## src/hdl/segx_pkg.sv

```systemverilog
`timescale 1ns / 1ps
package segx_pkg;

    localparam int CW   = 16;
    localparam int FW   = 8;
    localparam int OW   = 24;
    localparam int DXW  = CW + 1;
    localparam int PDW  = 2 * DXW;
    localparam int DW   = PDW + 1;
    localparam int PPW  = 2 * CW;
    localparam int PRW  = PPW + 1;
    localparam int MW   = PRW + DXW;
    localparam int NXW  = MW + 1;
    localparam int QW   = OW;
    localparam int NMW  = NXW + FW;
    localparam int RW   = DW + QW;
    localparam int SQW  = QW + 1;

    typedef struct packed {
        logic signed [CW-1:0] seg1_start_x;
        logic signed [CW-1:0] seg1_start_y;
        logic signed [CW-1:0] seg1_end_x;
        logic signed [CW-1:0] seg1_end_y;
        logic signed [CW-1:0] seg2_start_x;
        logic signed [CW-1:0] seg2_start_y;
        logic signed [CW-1:0] seg2_end_x;
        logic signed [CW-1:0] seg2_end_y;
    } seg_t;

    typedef struct packed {
        logic                 hit;
        logic signed [OW-1:0] cross_x;
        logic signed [OW-1:0] cross_y;
    } res_t;

    typedef struct packed {
        logic signed [CW-1:0] lox1;
        logic signed [CW-1:0] hix1;
        logic signed [CW-1:0] lox2;
        logic signed [CW-1:0] hix2;
        logic signed [CW-1:0] loy1;
        logic signed [CW-1:0] hiy1;
        logic signed [CW-1:0] loy2;
        logic signed [CW-1:0] hiy2;
    } bnd_t;

    typedef struct packed {
        logic negx;
        logic negy;
        logic miss;
        bnd_t bnd;
    } side_t;

endpackage

```

## src/hdl/segx_div.sv

```systemverilog
`timescale 1ns / 1ps
module segx_div (
    input  logic                     clk,
    input  logic                     en,
    input  logic [segx_pkg::RW-1:0]  num,
    input  logic [segx_pkg::DW-1:0]  den,
    output logic [segx_pkg::QW-1:0]  quo
);
    import segx_pkg::*;

    logic [RW-1:0] r_reg [QW];
    logic [DW-1:0] d_reg [QW];
    logic [QW-1:0] q_reg [QW];

    logic [RW-1:0] r_in [QW];
    logic [DW-1:0] d_in [QW];
    logic [QW-1:0] q_in [QW];
    logic [RW-1:0] r_next [QW];
    logic [QW-1:0] q_next [QW];

    always_comb
    begin
        for (int i = 0; i < QW; i++)
        begin
            logic [RW-1:0] t;
            if (i == 0)
            begin
                r_in[i] = num;
                d_in[i] = den;
                q_in[i] = '0;
            end
            else
            begin
                r_in[i] = r_reg[i-1];
                d_in[i] = d_reg[i-1];
                q_in[i] = q_reg[i-1];
            end
            t = RW'(d_in[i]) << (QW - 1 - i);
            if (r_in[i] >= t)
            begin
                r_next[i] = r_in[i] - t;
                q_next[i] = {q_in[i][QW-2:0], 1'b1};
            end
            else
            begin
                r_next[i] = r_in[i];
                q_next[i] = {q_in[i][QW-2:0], 1'b0};
            end
        end
    end

    always_ff @(posedge clk)
    begin
        if (en)
        begin
            for (int i = 0; i < QW; i++)
            begin
                r_reg[i] <= r_next[i];
                d_reg[i] <= d_in[i];
                q_reg[i] <= q_next[i];
            end
        end
    end

    assign quo = q_reg[QW-1];

endmodule

```

## config.mk

```make
export PLATFORM = sky130hd
export DESIGN_NAME = segx_div
export DESIGN_NICKNAME = d
export VERILOG_FILES = /design/src/hdl/segx_pkg.sv /design/src/hdl/segx_div.sv
export SDC_FILE = /design/constraint.sdc
export NUM_CORES = 2
export LEC_CHECK = 0
export BUFFER_PORTS_ARGS = -buffer_cell sky130_fd_sc_hd__buf_2
export CORE_AREA = 2 2 525 527
export DETAILED_ROUTE_END_ITERATION = 12
export DIE_AREA = 0 0 527 529
export PLACE_DENSITY = 0.68
export SETUP_SLACK_MARGIN = 0.3
export SKIP_CTS_REPAIR_TIMING = 1
export SYNTH_ARGS = -nofsm -noshare
export SYNTH_HDL_FRONTEND = slang
export SYNTH_SLANG_ARGS = --single-unit
export TNS_END_PERCENT = 10
```

## constraint.sdc

```tcl
create_clock -name clk -period 3.8 [get_ports clk]
set_input_delay 0 -clock clk [delete_from_list [all_inputs] [get_ports clk]]
set_output_delay 0 -clock clk [all_outputs]
set_load 0.01 [all_outputs]
```

==> results.md <==
- Status: finished with violations
- Failing checks: negative setup slack
- Critical path required time: ~4400 ps
- RR Endpoint: r_reg[2][224]
- Final Worst Setup Slack: -353.2 ps
- Share of post-route cells with drive strength above 1: 0.1802
- Area added between synthesis and finish: 21.27%
- Rel. slew slack: 0.3645
- P_leak: 0.06703 uW
- Largest net degree at the start of global routing: roughly 140
- Drt pass-1 iters: 6
- Maximum vdd drop: slightly above 0.5 mV
- Synth Instances: 12270
- Core area: between 200000 and 300000 sq um
- Hold Path Class: in -> reg
- Final period util: 1.093
- Clock root buffer master: clkbuf_16
- Vias in the first global route: about 100k
- Port-buffer cells: between 100 and 150
- Clock Path Buffers: 4
- Buf+Inv Stages, Crit Path: 1
- Main flop type after synthesis: edfxtp_1
- Die extent in x: 527 microns
- Netlist cell types: between 80 and 90
- Flop-to-flop setup slack: -350 ps
- Worst Tran Pin Value: about 940 ps
- Wire per inst: approximately 22 microns
- Gr usage total: 0.2669
- Critical Path Source: r_reg[2][164]
- Pwr Density: about 770 nW/um^2
- Routed via count: about 100k
- Fin nets: approximately 15000
- Async SR Flop Fraction: 0
- Post-DP HPWL: 298300 microns
- Highest clock rate: approximately 0.24 GHz
- Setup Skew: a little under 70 ps
- Global-route wire length before repair: 578600 microns
- Pins Over Slew Limit: 0
- H-tree level count: 5
- Grt total ovfl: 0
- Initial antenna violation count: 6
- Synthesized area: about 140000 sq um
- Unrepaired setup endpoints after global routing: yes
- IO Count: 120
- Max reg flops: 1357
- End of the critical path: r_reg[2][224]
- Max-cap violation count: 0
- Final setup fails: 290
- Die area: around 280000 sq um
- Fillers: 21790
- EDFF count, synth: approximately 2500
- Levels on crit path: 12
- Uppermost layer routed: met5
- FF+latch count, synth: ~2500
- Reg clk slew, reported paths: 60 ps
- WP data arrival: 4760 ps
- Crit path max-delay family: simple AND/OR/NAND/NOR gates
- Wire length on met1: 155300 microns
- Sink Count: roughly 2500
- Initial Utilization: 0.4976
- CP max stage cell: or4_4
- Sequential fraction of the synthesis area: 0.5444
- WL met2: 190000 microns
- Reg2reg start: r_reg[2][164]
- Die Ht: 529 microns
- TritonCTS clock tree: done
- Final Hold Viols: 0
- Critical path class: reg -> reg
- Post-layout total power: about 130000 uW
- Final wirelength: between 300000 and 400000 microns
- DRC: 0
- CTS buffer count: 279
- R2R cell count: 12
- Insertion delay to the later sink of the worst-skew pair: a little over 900 ps
- Row count: between 150 and 200
- Slowest stage delay, CP: around 550 ps
- Synth Warn #: 0
- Met3 Wirelength: 23440 microns
- Worst Path Max Fanout: 5
- Critical Path Source Type: flop
- Post-Syn Area per Cell: about 11 sq um
- Final setup TNS: -43650 ps
- Worst-path cell chain: or4_4 > or2_1 > or3_1 > or2_1 > or3_1 > or3_4 > or3_4 > a311oi_4 > buf_4 > and4b_2 > nand2b_1 > xnor2_1
- Net Count, Synth: around 13000
- Routed Antenna Nets: 0
- Gpl congestion: 1.038
- First DRT Iteration DRCs: between 7000 and 8000
- Worst Setup End Kind: flop
- Tmin final: about 4200 ps
- Via density per instance: approximately 5.7
==> synth_stat cells, types with 150 or more instances <==
cell | count | area, sq um
nand2_1 | 828 | 3108
nand4_1 | 186 | 1164
ha_1 | 840 | 10510
xnor2_1 | 551 | 4826
edfxtp_1 | 2462 | 73930
xor2_1 | 426 | 3731
nand3_1 | 183 | 915.9
nor2_1 | 867 | 3254
clkbuf_1 | 324 | 1216
a21o_1 | 517 | 3881
nor3_1 | 207 | 1036
nor4_1 | 161 | 1007
nand2b_1 | 150 | 938.4
a21oi_1 | 1160 | 5806
o21ai_0 | 692 | 3463
inv_1 | 1084 | 4069
==> per-stage QoR <==
stage	instances	hold slack (ps)	util	cell area, sq um	setup WS, ps
floorplan	12270	98.87	-	135900	-123.5
global placement	17010	204.7	0.5523	150700	-901.2
detailed placement	17010	204.2	0.5523	150700	-823.0
CTS	17510	-784.2	0.5854	159700	-897.0
global route	17770	-3.308	0.6034	164700	-464.4
finish	17770	8.850	0.6034	164700	-353.2
==> power breakdown <==
part | internal [uW] | switching (uW)
Combinational | 25700 | 31200
Clock | 15600 | 11000
Sequential | 38800 | 4940
==> per-layer routing <==
layer	GRT usage	vias to the layer above
li1	-	48540
met1	0.3237	49330
met2	0.4647	3303
met3	0.04273	886
met4	0.1242	4
met5	0	-
==> cells by family after synthesis <==
group                      after synthesis  share of synthesized area
adders and majority gates              863                    0.08079
AOI/OAI and AO/OA                     3226                     0.1466
DFF                                   2462                     0.5444
muxes                                  141                    0.01164
buffers and inverters                 1451                    0.04032
and+or+nand+nor                       3151                     0.1132
xor gates and xnor gates               977                    0.06301
==> tightest hold or removal path, stage by stage <==
cell           delay (ps)
dlygate4sd3_1         530
buf_2                 120
nor2_1                 40
a21oi_1               100
==> placed cells by master, fill, tap and decap left out, types with 60 or more instances in the layout <==
master,synthesis,layout
nor2_1,867,828
mux2_2,134,132
buf_4,0,1409
and3_1,83,79
nor2b_1,119,116
nor3_1,207,190
xnor2_1,551,547
a21oi_1,1160,1115
inv_1,1084,1077
xor2_1,426,425
nand4_1,186,186
dlygate4sd3_1,0,163
a211oi_1,74,60
nor4_1,161,143
clkbuf_16,0,299
nand3_1,183,179
a31oi_1,108,98
buf_2,11,118
o21bai_1,131,129
nand2_1,828,810
clkbuf_1,324,66
a21o_1,517,515
ha_1,840,818
edfxtp_1,2462,2462
o21ai_0,692,648
o21a_1,102,98
or3_1,80,72
nand2b_1,150,147
==> worst min-delay path by stage <==
| stage | cells after the start | start | endpoint | slack [ps] |
|---|---|---|---|---|
| 2_1_floorplan | 0 | den[0] | d_reg[0][0] | 100 |
| 3_3_place_gp | 1 | den[28] | d_reg[0][28] | 200 |
| 3_5_place_dp | 1 | den[28] | d_reg[0][28] | 200 |
| 4_1_cts | 1 | den[22] | d_reg[0][22] | -780 |
| 5_1_grt | 3 | num[34] | r_reg[0][34] | -3 |
| 6_report | 4 | num[38] | r_reg[0][38] | 9 |
==> final cells by class <==
cell class / instances / area [sq um] / area share
Sequential cell: 2462 / 73930 / 0.4489
Inverter: 1085 / 4073 / 0.02473
Clock inverter: 147 / 1600 / 0.009718
Multi-Input combinational cell: 8359 / 58780 / 0.3569
Antenna cell: 4 / 10.01 / 0.00006078
Clock buffer: 353 / 7430 / 0.04512
Tap cell: 3589 / 4491 / 0.02727
Timing Repair Buffer: 1775 / 14370 / 0.08724
Power figures use the tool's default switching activity.
